--- src/rtl/core/dmm_pkg.sv ---
package dmm_pkg;

    // Field widths of the stream payloads
    localparam int ACTION_BITS   = 2;
    localparam int INDEX_BITS    = 4;
    localparam int VALUE_BITS    = 16;
    localparam int PRODUCT_BITS  = 41;
    localparam int SIZE_BITS     = 5;
    localparam int IN_DATA_BITS  = 24;
    localparam int OUT_DATA_BITS = 56;
    localparam int OUT_PAD_BITS  = OUT_DATA_BITS - PRODUCT_BITS - 2 * INDEX_BITS;

    // Request kinds carried on tuser
    localparam logic [ACTION_BITS-1:0] ACT_WRITE_A = 2'd0;
    localparam logic [ACTION_BITS-1:0] ACT_WRITE_B = 2'd1;
    localparam logic [ACTION_BITS-1:0] ACT_READ    = 2'd2;

    // Size register value after reset
    localparam logic [SIZE_BITS-1:0] SIZE_RESET = 5'd16;

    // Control from the sequencer to the multiply-accumulate unit
    typedef struct packed {
        logic clear;  // zero the accumulator
        logic valid;  // operand pair present this cycle
    } t_mac_ctl;

endpackage

--- src/rtl/core/dmm_mac.sv ---
module dmm_mac
    import dmm_pkg::*;
#(
    parameter int ELEMENT_BITS = 16
) (
    input  logic                           i_clk,
    input  logic                           i_rst_n,
    input  t_mac_ctl                       i_ctl,
    input  logic [ELEMENT_BITS-1:0]        i_a,
    input  logic [ELEMENT_BITS-1:0]        i_b,
    output logic signed [PRODUCT_BITS-1:0] o_acc
);

    logic signed [2*ELEMENT_BITS-1:0] r_prod;
    logic                             r_prod_valid;
    logic signed [PRODUCT_BITS-1:0]   r_acc;

    // Track which product register holds a real term
    always_ff @(posedge i_clk) begin
        if (!i_rst_n) begin
            r_prod_valid <= 1'b0;
        end else begin
            r_prod_valid <= i_ctl.valid;
        end
    end

    // Multiply stage
    always_ff @(posedge i_clk) begin
        r_prod <= $signed(i_a) * $signed(i_b);
    end

    // Accumulate stage, wrapping at the result width
    always_ff @(posedge i_clk) begin
        if (i_ctl.clear) begin
            r_acc <= '0;
        end else if (r_prod_valid) begin
            r_acc <= r_acc + PRODUCT_BITS'(r_prod);
        end
    end

    assign o_acc = r_acc;

    // A new dot product never starts while a term is still entering
    a_clear_not_with_term: assert property (@(posedge i_clk) disable iff (!i_rst_n)
        i_ctl.clear |-> !i_ctl.valid && !r_prod_valid)
        else $error("accumulator cleared while a term is in flight");

endmodule

--- config.mk ---
export PLATFORM = sky130hd
export DESIGN_NAME = dmm_mac
export DESIGN_NICKNAME = d
export VERILOG_FILES = /design/src/rtl/core/dmm_pkg.sv /design/src/rtl/core/dmm_mac.sv
export SDC_FILE = /design/constraint.sdc
export NUM_CORES = 1
export LEC_CHECK = 0
export BUFFER_PORTS_ARGS = -buffer_cell sky130_fd_sc_hd__buf_4
export CAP_MARGIN = 20
export CORE_UTILIZATION = 40
export DETAILED_ROUTE_END_ITERATION = 10
export GPL_ROUTABILITY_DRIVEN = 0
export PLACE_DENSITY = 0.56
export SYNTH_ARGS = -nofsm -noshare
export SYNTH_HDL_FRONTEND = slang
export SYNTH_SLANG_ARGS = --single-unit
--- constraint.sdc ---
create_clock -name i_clk -period 13.8 [get_ports i_clk]
set_input_delay 4.14 -clock i_clk [delete_from_list [all_inputs] [get_ports i_clk]]
set_output_delay 4.14 -clock i_clk [all_outputs]
set_load 0.02 [all_outputs]
Word-level counts from Yosys, hierarchy flattened
Cells that the tools add are included.
{ "totals": {"reg_bits": 74, "out_inout_bits": 41, "word_cells": 5} }
{ "classes": {"addsub": 1, "multipliers": 1} }
{ "ops": {"columns": ["operator", "count"], "rows": [
  ["adder 41 x 32 -> 41 bit", 1],
  ["multiplier 16 x 16 -> 32 bit", 1]
]} }

Logic depth before layout (Yosys ltp)
Gate-level depths: netlist (run 1).
{ "depth": {"depth_word": 1, "ltp_mapped": 24, "mapped_depth_nobuf": 23} }

Worst setup path before layout (run 1)
Ideal clock, no wire load.
{ "synth_timing": {"path_kind": "in2reg", "from": "in i_a[15]", "to": "reg r_prod[29]", "setup_time_ns": 0.072, "t_arrival_ns": 9.721, "required_ns": 13.728, "path_slack_ns": 4.007, "path_stages": 21, "n_path_buf": 1, "cell_sequence": "clkbuf_1 nand2_1 inv_1 fa_1 fa_1 fa_1 fa_1 fa_1 inv_1 fa_1 inv_1 ha_1 a2111oi_0 o21ai_0 a31o_2 a21oi_1 nor2_1 a21oi_1 o31a_1 nor2b_1 xnor2_1"} }
{ "synth_via": {"elab_chain_cells": 1} }
{ "synth_lines": {"columns": ["item", "line", "source"], "rows": [
  ["start, declared", "dmm_mac.sv:9", "input logic [ELEMENT_BITS-1:0] i_a,"],
  ["multiplier 16 x 16 -> 32 bit", "dmm_mac.sv:29", "r_prod <= $signed(i_a) * $signed(i_b);"],
  ["end signal, assigned", "dmm_mac.sv:29", null],
  ["end, declared", "dmm_mac.sv:14", "logic signed [2*ELEMENT_BITS-1:0] r_prod;"]
]} }
Every way passes these cells.
A chain may end at the register's enable or synchronous reset.

Worst setup path after layout (run 1)
{ "layout_timing": {"from": "in i_b[1]", "to": "reg r_prod[29]"} }
{ "layout_via": {"elab_chain_cells": 1} }
{ "layout_lines": {"columns": ["item", "line", "source"], "rows": [
  ["start, declared", "dmm_mac.sv:10", "input logic [ELEMENT_BITS-1:0] i_b,"],
  ["multiplier 16 x 16 -> 32 bit", "dmm_mac.sv:29", null]
]} }
Every way passes these cells.

==> results of run 1 <==
area by class of cell:
cell class / count / area (um2) / share of cell area (%)
multi-input combinational: 1171 / 11400 / 74.0
tap: 455 / 569 / 3.69
clock buffer: 9 / 225 / 1.46
timing repair buffer: 77 / 578 / 3.74
inverter: 288 / 1080 / 7.00
clock inverter: 7 / 82.6 / 0.535
sequential: 74 / 1480 / 9.61
path summary, 6_finish.rpt:
check                         start                endpoint  slack [ns]  depth (start not counted)
max                          i_b[1]      r_prod[29]$_DFF_P_        3.91                         21
max reg2reg   o_acc[0]$_SDFFE_PP0P_  o_acc[38]$_SDFFE_PP0P_       10.47                         12
min          o_acc[39]$_SDFFE_PP0P_  o_acc[39]$_SDFFE_PP0P_        0.50                          2
min reg2reg  o_acc[39]$_SDFFE_PP0P_  o_acc[39]$_SDFFE_PP0P_        0.50                          2
stage by stage:
stage	cells	instance area (um2)	util [%]
after global placement	2065	15100	43.5
after global routing	2081	15400	44.4
after detailed placement	2065	15100	43.5
final	2081	15400	44.4
after floorplan	1594	14200	-
after CTS	2081	15400	44.4
layer usage:
metal | vias up | GRT usage (%)
li1 | 5061 | -
met1 | 5402 | 25.7
met2 | 178 | 34.3
met3 | 30 | 1.58
met4 | 0 | 3.63
met5 | - | 0
sequential cells by signal, indices dropped and copies added, names as in the netlist:
name and count:
r_prod_valid 1, r_prod 32, o_acc 41
cells by family (layout without fill, tap and decap cells):
group,after synthesis,in the layout,synth area share [%]
AOI/OAI and AO/OA,226,226,10.7
and+or+nand+nor,470,470,16.1
muxes,25,25,1.77
DFF,74,74,10.4
buffers and inverters,349,381,9.36
xor gates and xnor gates,65,65,4.00
adders and majority gates,385,385,47.7
worst reg2reg max path: stages, from the launching register on:
cell	delay, ns
dfxtp_1	0.38
ha_1	0.26
inv_1	0.07
fa_1	0.39
nand2b_1	0.18
a21oi_1	0.28
o2111ai_1	0.25
a211oi_2	0.47
o311ai_1	0.25
a21oi_1	0.30
o211ai_1	0.14
mux2i_1	0.16
o21ai_0	0.09
synth_stat cells (2+ instances only):
cell type / count
inv_1: 287
nand4_1: 9
o31a_1: 3
a21oi_1: 66
a211oi_2: 4
o41a_1: 2
o21ai_0: 43
ha_1: 122
o221ai_2: 2
o21a_1: 11
or2_2: 2
nand3_1: 13
mux2i_1: 24
and2_1: 131
a211oi_1: 11
o311ai_1: 3
o21ai_2: 3
a41o_1: 2
a21o_1: 26
and3_1: 8
a2111oi_0: 2
nor3_1: 20
or3_1: 4
fa_1: 263
o21ai_1: 3
xnor2_1: 41
o31ai_1: 2
nand2_1: 159
nor2b_1: 9
o2111ai_1: 2
dfxtp_1: 74
a211o_1: 3
nand2b_1: 13
nor2_1: 93
a221o_1: 2
o221ai_1: 2
o211ai_1: 6
o21bai_1: 6
xor2_1: 24
buf_2: 11
clkbuf_1: 47
nand3b_1: 3
o22ai_1: 4
a31oi_1: 8
o311ai_2: 2
==> impl_results.md, run 1 <==
- Critical path endpoint category: flip-flop
- Cell row count: 68
- Yosys cell types: 64
- Die width: 191 um
- Antenna Nets Post-Route: 0
- Largest cells by area after synthesis: fa_1 (37%), ha_1 (11%), dfxtp_1 (10%)
- CP bufs+invs: 4
- Total routed wirelength: 33200 um
- Port bufs: 76
- Fmax achieved: 0.101 GHz
- Uppermost routed layer: met4
- Full die area: 36300 um2
- Longest Clk Path Bufs: 2
- Clock Latency Late Sink: 0.34 ns
- Dpl ws: 3.63 ns
- Sink Count: 74
- Worst-margin pin slew: 0.728 ns
- Worst-path clk slew: 0.06 ns
- Core Area: 34800 um2
- Antenna violations before repair: 1
- Slew margin rel.: 51.2%
- Resize count post-CTS: 0
- Critical path launch point type: input pin
- Ys flop type: dfxtp_1
- Post-synth top area cell: fa_1
- Worst-path fanout max: 16
- Most common cell after layout, fill and taps aside: inv_1
- Period minus WS final: 9.89 ns
- Post-route setup TNS: 0 ns
- Iteration count of the initial detailed-routing pass: 7
- Synth warn: 0
- Fin crit share: 71.6%
- RSZ-0062 raised after global routing: false
- Max-slew violation count: 0
- GRT overflow: 0
- Cells along the critical path: buf_4, nand2_1, inv_1, fa_1, fa_1, fa_1, fa_1, fa_1, inv_1, fa_1, inv_1, ha_1, a2111oi_0, o21ai_0, a31o_2, a21oi_1, nor2_1, a21oi_1, o31a_1, nor2b_1, xnor2_1
- All-Layer GR Usage: 19.3%
- Number of global-route vias before repair: 11020
- CP peak stage delay: 0.90 ns
- Met3 WL: 908 um
- Die H: 191 um
- Seq/Total Area, Yosys: 10.4%
- Vias per cell: 5.13
- Min Hold Slack: 0.495 ns
- Fin worst setup slack: 3.91 ns
- Share of layout cells above drive strength 1: 7.07%
- Status: complete, no violations
- Synth Net Count: 2015
- Root Driver: clkbuf_16
- Setup violators final: 0
- Post-Syn Area per Cell: 8.93 um2
- Crit path DAT: 10.15 ns
- Crit path kind: input pin to flip-flop
- Top cell type's share of synthesized area: 37.0%
- H-Tree Depth: 3
- CTS tree: yes
- WL/cell: 15.9 um
- First-pass GRT wire length: 55700 um
- Setup bufs post-CTS: 0
- Initial DRC count: 447
- Worst Hold Class: flip-flop to flip-flop
- Final Hold Fails: 0
- Asr flop ratio synth: 0%
- Clock skew: 0.0126 ns
- Critical Path RT: 14.06 ns
- Synth Instances: 1594
- CP dominant cell by count: fa_1
- Largest net degree at the start of global routing: 41
- Post-synth EDFFs: 0
- Residual DRC: 0
- Routed wl met2: 17100 um
- I/O Pins: 77
- Commonest cells after routing, fill and taps aside: inv_1 (287), fa_1 (263), nand2_1 (159), and2_1 (131), ha_1 (122)
- Crit path max-delay family: adder cells
- Worst path slowest cell: fa_1
- Initial Util: 40.9%
- DR vias: 10671
- Hold-fix buffers at CTS: 0
- Metal-1 WL: 14700 um
- Cell area after synthesis: 14200 um2
- Area growth, synth to finish: 8.47%
- Layout Nets: 2042
- Num CTS Buffers: 9
- Max-cap violations: 0
- Fill cell count: 3449
- DP HPWL: 27800 um
- ANT cells: 0
- Synth Register Bits: 74
Power of run 1 is left out: the tool's default activity adds up to more than one toggle a clock period on the data nets, which glitch-free logic cannot reach.
==> run 2, diff against run 1 <==
ABC_AREA = 1   (was not set)
clock period = 9.63 ns   (was 13.8 ns; I/O delays follow)
==> run 2 against run 1 <==
  * Die area rose by 9.5%
  * Utilization barely moved
  * Sequential cell count did not move
  * Cell area rose by 9.3%
  * Global-route usage rose by 2.9 points
  * Hold slack improved by 0.013 ns
  * Clock-buffer cell count did not move
  * Clock skew fell by 0.0077 ns
  * Via count rose by 21%
  * Wire length rose by 24%
==> impl_results.md, run 2 <==
- Asr flop ratio synth: 0% (unchanged)
- Sink Count: 74 (unchanged)
- Compound-Gate Fraction of Synth Area: 6.52% (was 10.7%)
- All-Layer GR Usage: 22.2% (was 19.3%)
- Largest net degree at the start of global routing: 66 (was 41)
- Post-route setup TNS: 0 ns (unchanged)
- Largest register FFs: 41 (unchanged)
- WL/cell: 15.2 um (was 15.9 um)
- Period minus WS final: 8.03 ns
- Post-Syn Area per Cell: 7.19 um2 (was 8.93 um2)
- Layout Nets: 2607 (was 2042)
- Full die area: 39800 um2 (was 36300 um2)
- Largest cells by area after synthesis: fa_1 (34%), inv_1 (14%), nand2_1 (13%) (was fa_1 (37%), ha_1 (11%), dfxtp_1 (10%))
- Worst-margin pin slew: 0.694 ns (was 0.728 ns)
- Synth Net Count: 2590 (was 2015)
- Num CTS Buffers: 9 (unchanged)
- Total routed wirelength: 41200 um (was 33200 um)
- Core Area: 38000 um2 (was 34800 um2)
- GRT overflow: 0 (unchanged)
- Root Driver: clkbuf_16 (unchanged)
- Main combinational cell family by area after synthesis: adder cells (unchanged)
- Cell row count: 71 (was 68)
- Die width: 199 um (was 191 um)
- Critical Path RT: 9.88 ns (was 14.06 ns)
- ANT cells: 0 (unchanged)
- DP HPWL: 35300 um (was 27800 um)
- Top cell type's share of synthesized area: 33.8% (was 37.0%)
- Post-synth top area cell: fa_1 (unchanged)
- Clock Latency Late Sink: 0.35 ns (was 0.34 ns)
- Seq/Total Area, Yosys: 9.50% (was 10.4%)
- DR vias: 12953 (was 10671)
- Iteration count of the initial detailed-routing pass: 6 (was 7)
- Synth Instances: 2169 (was 1594)
- Commonest cells after routing, fill and taps aside: inv_1 (565), nand2_1 (538), fa_1 (263), nor2_1 (180), ha_1 (122) (was inv_1 (287), fa_1 (263), nand2_1 (159), and2_1 (131), ha_1 (122))
- Critical path endpoint category: flip-flop (unchanged)
- Proportion of synthesized area in mux cells: 0% (was 1.77%)
- Clock skew: 0.00484 ns (was 0.0126 ns)
- Longest Clk Path Bufs: 2 (unchanged)
- Max-cap violations: 0 (unchanged)
- Synth Register Bits: 74 (unchanged)
- Worst path slowest cell: fa_1 (unchanged)
- Most common cell after layout, fill and taps aside: inv_1 (unchanged)
- CP dominant cell by count: fa_1 (unchanged)
- Status: complete, no violations (unchanged)
- Fill cell count: 3945 (was 3449)
- Ys flop type: dfxtp_1 (unchanged)
- Post-synth EDFFs: 0 (unchanged)
- Slew margin rel.: 53.8% (was 51.2%)
- Resize count post-CTS: 0 (unchanged)
- Worst-path fanout max: 16 (unchanged)
- Number of global-route vias before repair: 13691 (was 11020)
- Fin crit share: 83.3%
- First-pass GRT wire length: 69200 um (was 55700 um)
- Worst Hold Class: flip-flop to flip-flop (unchanged)
- Synth Area in Adders: 43.6% (was 47.7%)
- Residual DRC: 0 (unchanged)
- Yosys cell types: 37 (was 64)
- Antenna Nets Post-Route: 0 (unchanged)
- Vias per cell: 4.79 (was 5.13)
- Max-slew violation count: 0 (unchanged)
- Synth Area in XOR/XNOR: 2.98% (was 4.00%)
- H-Tree Depth: 3 (unchanged)
- CP peak stage delay: 0.74 ns (was 0.90 ns)
- Simple-gate area share of the yosys netlist: 22.0% (was 16.1%)
- Fmax achieved: 0.125 GHz
- Critical path launch point type: input pin (unchanged)
- Cell area after synthesis: 15600 um2 (was 14200 um2)
- Final Hold Fails: 0 (unchanged)
- Initial Util: 41.0% (was 40.9%)
- Cells along the critical path: buf_4, nand2_1, inv_1, fa_1, fa_1, fa_1, inv_1, fa_1, inv_1, fa_1, fa_1, ha_1, inv_1, nor3_1, nand2_1, o21bai_1, nand3_1, a21oi_1, nor2_1, nor2_1 (was buf_4, nand2_1, inv_1, fa_1, fa_1, fa_1, fa_1, fa_1, inv_1, fa_1, inv_1, ha_1, a2111oi_0, o21ai_0, a31o_2, a21oi_1, nor2_1, a21oi_1, o31a_1, nor2b_1, xnor2_1)
- Crit path kind: input pin to flip-flop (unchanged)
- I/O Pins: 77 (unchanged)
- Port bufs: 76 (unchanged)
- Antenna violations before repair: 0 (was 1)
- Post-synth top cells: inv_1 (565), nand2_1 (538), fa_1 (263) (was inv_1 (287), fa_1 (263), nand2_1 (159))
- Worst-path clk slew: 0.06 ns (about the same)
- Die H: 199 um (was 191 um)
- Most frequent cell after synthesis: inv_1 (unchanged)
- Area growth, synth to finish: 8.19% (was 8.47%)
- Setup violators final: 0 (unchanged)
- RSZ-0062 raised after global routing: false (unchanged)
- Synth warn: 0 (unchanged)
- Initial DRC count: 691 (was 447)
- Crit path DAT: 8.27 ns (was 10.15 ns)
- Setup bufs post-CTS: 0 (unchanged)
- CTS tree: yes (unchanged)
- Hold-fix buffers at CTS: 0 (unchanged)
- Share of layout cells above drive strength 1: 6.75% (was 7.07%)
run 2: changes by cell type in the layout (fill, tap and decap cells not counted), moves of 37 or more:
cell,previous run,this run
nand3_1,13,50
inv_1,287,565
nor2_1,93,180
nand2_1,159,538
and2_1,131,1
run 2: path summary, 6_finish.rpt:
| path | cells after the start | slack [ns] | to | start |
|---|---|---|---|---|
| worst max-delay path | 20 | 1.60 | r_prod[31]$_DFF_P_ | i_b[1] |
| worst min-delay path | 2 | 0.51 | o_acc[40]$_SDFFE_PP0P_ | o_acc[40]$_SDFFE_PP0P_ |
| worst max register to register | 15 | 6.96 | o_acc[26]$_SDFFE_PP0P_ | o_acc[0]$_SDFFE_PP0P_ |
| worst min register to register | 2 | 0.51 | o_acc[40]$_SDFFE_PP0P_ | o_acc[40]$_SDFFE_PP0P_ |
run 2: metrics by stage:
step | hold slack (ns) | cells | setup slack, ns | utilization, % | instance area (um2)
finish | 0.508 | 2702 | 1.60 | 44.4 | 16900
global placement | 0.493 | 2686 | 1.26 | 43.5 | 16500
detailed placement | 0.508 | 2686 | 1.26 | 43.5 | 16500
global route | 0.535 | 2702 | 1.29 | 44.4 | 16900
floorplan | 0.555 | 2169 | 1.61 | - | 15600
CTS | 0.516 | 2702 | 1.64 | 44.4 | 16900
run 2: layer usage:
layer | vias up | global-route usage [%] | share of wire (%)
li1 | 6380 | - | -
met1 | 6226 | 29.2 | 46
met2 | 294 | 38.7 | 48
met3 | 53 | 1.91 | 3.5
met4 | 0 | 6.22 | 2.1
met5 | - | 0 | 0
run 2: worst max-delay path, delay by kind of cell:
| family | cells | cell delay [ns] |
|---|---|---|
| fa+ha+maj | 7 | 3.82 |
| compound gates | 2 | 0.24 |
| simple gates | 6 | 0.82 |
| buf+inv | 5 | 0.48 |
run 2: cell families (layout without fill, tap and decap cells):
| kind of cell | after synthesis | in the layout |
|---|---|---|
| AOI/OAI and AO/OA | 179 | 179 |
| xor gates and xnor gates | 53 | 53 |
| adders and majority gates | 385 | 385 |
| buffers and inverters | 639 | 661 |
| DFF | 74 | 74 |
| and+or+nand+nor | 839 | 839 |
run 2: final cells by class:
type                            count  area, um2  share of cell area, %
Multi-Input combinational cell   1456      11700                   69.4
Sequential cell                    74       1480                   8.79
Timing Repair Buffer               77        578                   3.43
Tap cell                          511        639                   3.79
Inverter                          568       2130                   12.6
Clock inverter                      7        101                  0.601
Clock buffer                        9        225                   1.34
Power of run 2 is left out for the same reason.
==> run 3, diff against run 2 <==
clock period = 7.4 ns   (was 9.63 ns; I/O delays follow)
==> run 3 against run 2 <==
  * Utilization is 1.3 points higher
  * First-iteration DRC count down 5.8%
  * Non-clock buffer count up 62
  * Global-route usage up 0.15 points
  * Critical endpoint is now r_prod[24]$_DFF_P_
==> impl_results.md, run 3 (same netlist as run 2, synthesis figures left out) <==
- Full die area: 39800 um2 (unchanged)
- Antenna violations before repair: 0 (unchanged)
- Critical Path RT: 7.66 ns (was 9.88 ns)
- CTS tree: yes (unchanged)
- Max-slew violation count: 0 (unchanged)
- Hold-fix buffers at CTS: 0 (unchanged)
- Status: complete, no violations (unchanged)
- Cell row count: 71 (unchanged)
- Crit path kind: input pin to flip-flop (unchanged)
- Crit path DAT: 7.42 ns (was 8.27 ns)
- Most common cell after layout, fill and taps aside: inv_1 (unchanged)
- Total routed wirelength: 41400 um (was 41200 um)
- Iteration count of the initial detailed-routing pass: 5 (was 6)
- Critical path launch point type: input pin (unchanged)
- Layout Nets: 2669 (was 2607)
- Worst-path fanout max: 8 (was 16)
- Port bufs: 76 (unchanged)
- Clock Latency Late Sink: 0.36 ns (was 0.35 ns)
- Largest net degree at the start of global routing: 66 (unchanged)
- Antenna Nets Post-Route: 0 (unchanged)
- Fill cell count: 3955 (was 3945)
- Worst-path clk slew: 0.06 ns (about the same)
- Die width: 199 um (unchanged)
- Final Hold Fails: 0 (unchanged)
- Initial DRC count: 651 (was 691)
- Die H: 199 um (unchanged)
- Core Area: 38000 um2 (unchanged)
- Fin crit share: 96.8%
- Critical path endpoint category: flip-flop (unchanged)
- Fmax achieved: 0.140 GHz
- Post-route setup TNS: 0 ns (unchanged)
- Num CTS Buffers: 9 (unchanged)
- H-Tree Depth: 3 (unchanged)
- Setup violators final: 0 (unchanged)
- I/O Pins: 77 (unchanged)
- Area growth, synth to finish: 11.5% (was 8.19%)
- Share of layout cells above drive strength 1: 9.45% (was 6.75%)
- Number of global-route vias before repair: 14000 (was 13691)
- Largest register FFs: 41 (unchanged)
- Worst Hold Class: flip-flop to flip-flop (unchanged)
- Slew margin rel.: 53.7% (was 53.8%)
- Vias per cell: 4.79 (about the same)
- Longest Clk Path Bufs: 2 (unchanged)
- GRT overflow: 0 (unchanged)
- Period minus WS final: 7.17 ns
- Max-cap violations: 0 (unchanged)
- RSZ-0062 raised after global routing: false (unchanged)
- Residual DRC: 0 (unchanged)
- Post-Layout Cell Count: 2764 (was 2702)
- First-pass GRT wire length: 70000 um (was 69200 um)
- Commonest cells after routing, fill and taps aside: inv_1 (565), nand2_1 (538), fa_1 (262), nor2_1 (180), buf_4 (136) (was inv_1 (565), nand2_1 (538), fa_1 (263), nor2_1 (180), ha_1 (122))
- ANT cells: 0 (unchanged)
- WL/cell: 15.0 um (was 15.2 um)
- Clock skew: 0.00778 ns (was 0.00484 ns)
- DP HPWL: 36000 um (was 35300 um)
- Placed instance count: 2747 (was 2686)
- Worst-margin pin slew: 0.695 ns (was 0.694 ns)
- All-Layer GR Usage: 22.3% (was 22.2%)
- DR vias: 13240 (was 12953)
- Sink Count: 74 (unchanged)
- Initial Util: 41.0% (unchanged)
- Root Driver: clkbuf_16 (unchanged)
[run 3: cell type report]
| cell class | count | area, um2 | share of cell area [%] |
|---|---|---|---|
| multi-input cells | 1456 | 11700 | 67.4 |
| inverters | 568 | 2130 | 12.3 |
| flip-flops and latches | 74 | 1480 | 8.53 |
| repair buffers | 139 | 1080 | 6.22 |
| well taps | 511 | 639 | 3.68 |
| clock buffers | 9 | 225 | 1.30 |
| clock inverters | 7 | 98.8 | 0.569 |
[run 3: worst paths after layout]
path	startpoint	endpoint	slack, ns	depth (start not counted)
setup / recovery	i_a[15]	r_prod[24]$_DFF_P_	0.23	17
hold / removal	o_acc[40]$_SDFFE_PP0P_	o_acc[40]$_SDFFE_PP0P_	0.51	2
setup reg to reg	o_acc[0]$_SDFFE_PP0P_	o_acc[26]$_SDFFE_PP0P_	4.75	15
hold reg to reg	o_acc[40]$_SDFFE_PP0P_	o_acc[40]$_SDFFE_PP0P_	0.51	2
[run 3: stage by stage]
stage	worst slack (ns)	utilization [%]	instance area (um2)	hold slack [ns]
CTS	0.203	45.7	17400	0.515
global route	0.00441	45.7	17400	0.536
detailed placement	-0.147	44.8	17000	0.506
global placement	-0.170	44.8	17000	0.494
finish	0.233	45.7	17400	0.509
floorplan	0.0484	-	15600	0.555
[run 3: what timing repair did]
action	CTS	global route
endpoints found under the setup margin	0	2
buffers inserted	0	1
resized for setup	0	3
[run 3: critical path, cell delays in order]
cell     delay [ns]
buf_4          0.16
nand2_1        0.12
inv_1          0.09
fa_1           0.64
buf_4          0.18
fa_1           0.43
fa_1           0.51
fa_1           0.57
fa_1           0.43
fa_1           0.44
ha_1           0.39
a21oi_1        0.19
o21ai_0        0.13
a31oi_1        0.32
nand3_2        0.21
a21oi_1        0.21
xnor2_1        0.18
[run 3: metal layers]
metal  wire, um  track usage, %  vias to the layer above
met1      18800            29.2                     6417
met2      20200            39.8                      294
met3       1690            1.96                       46
met5          0               0                        -
li1           -               -                     6483
met4        656            4.89                        0
Power of run 3 is left out for the same reason.
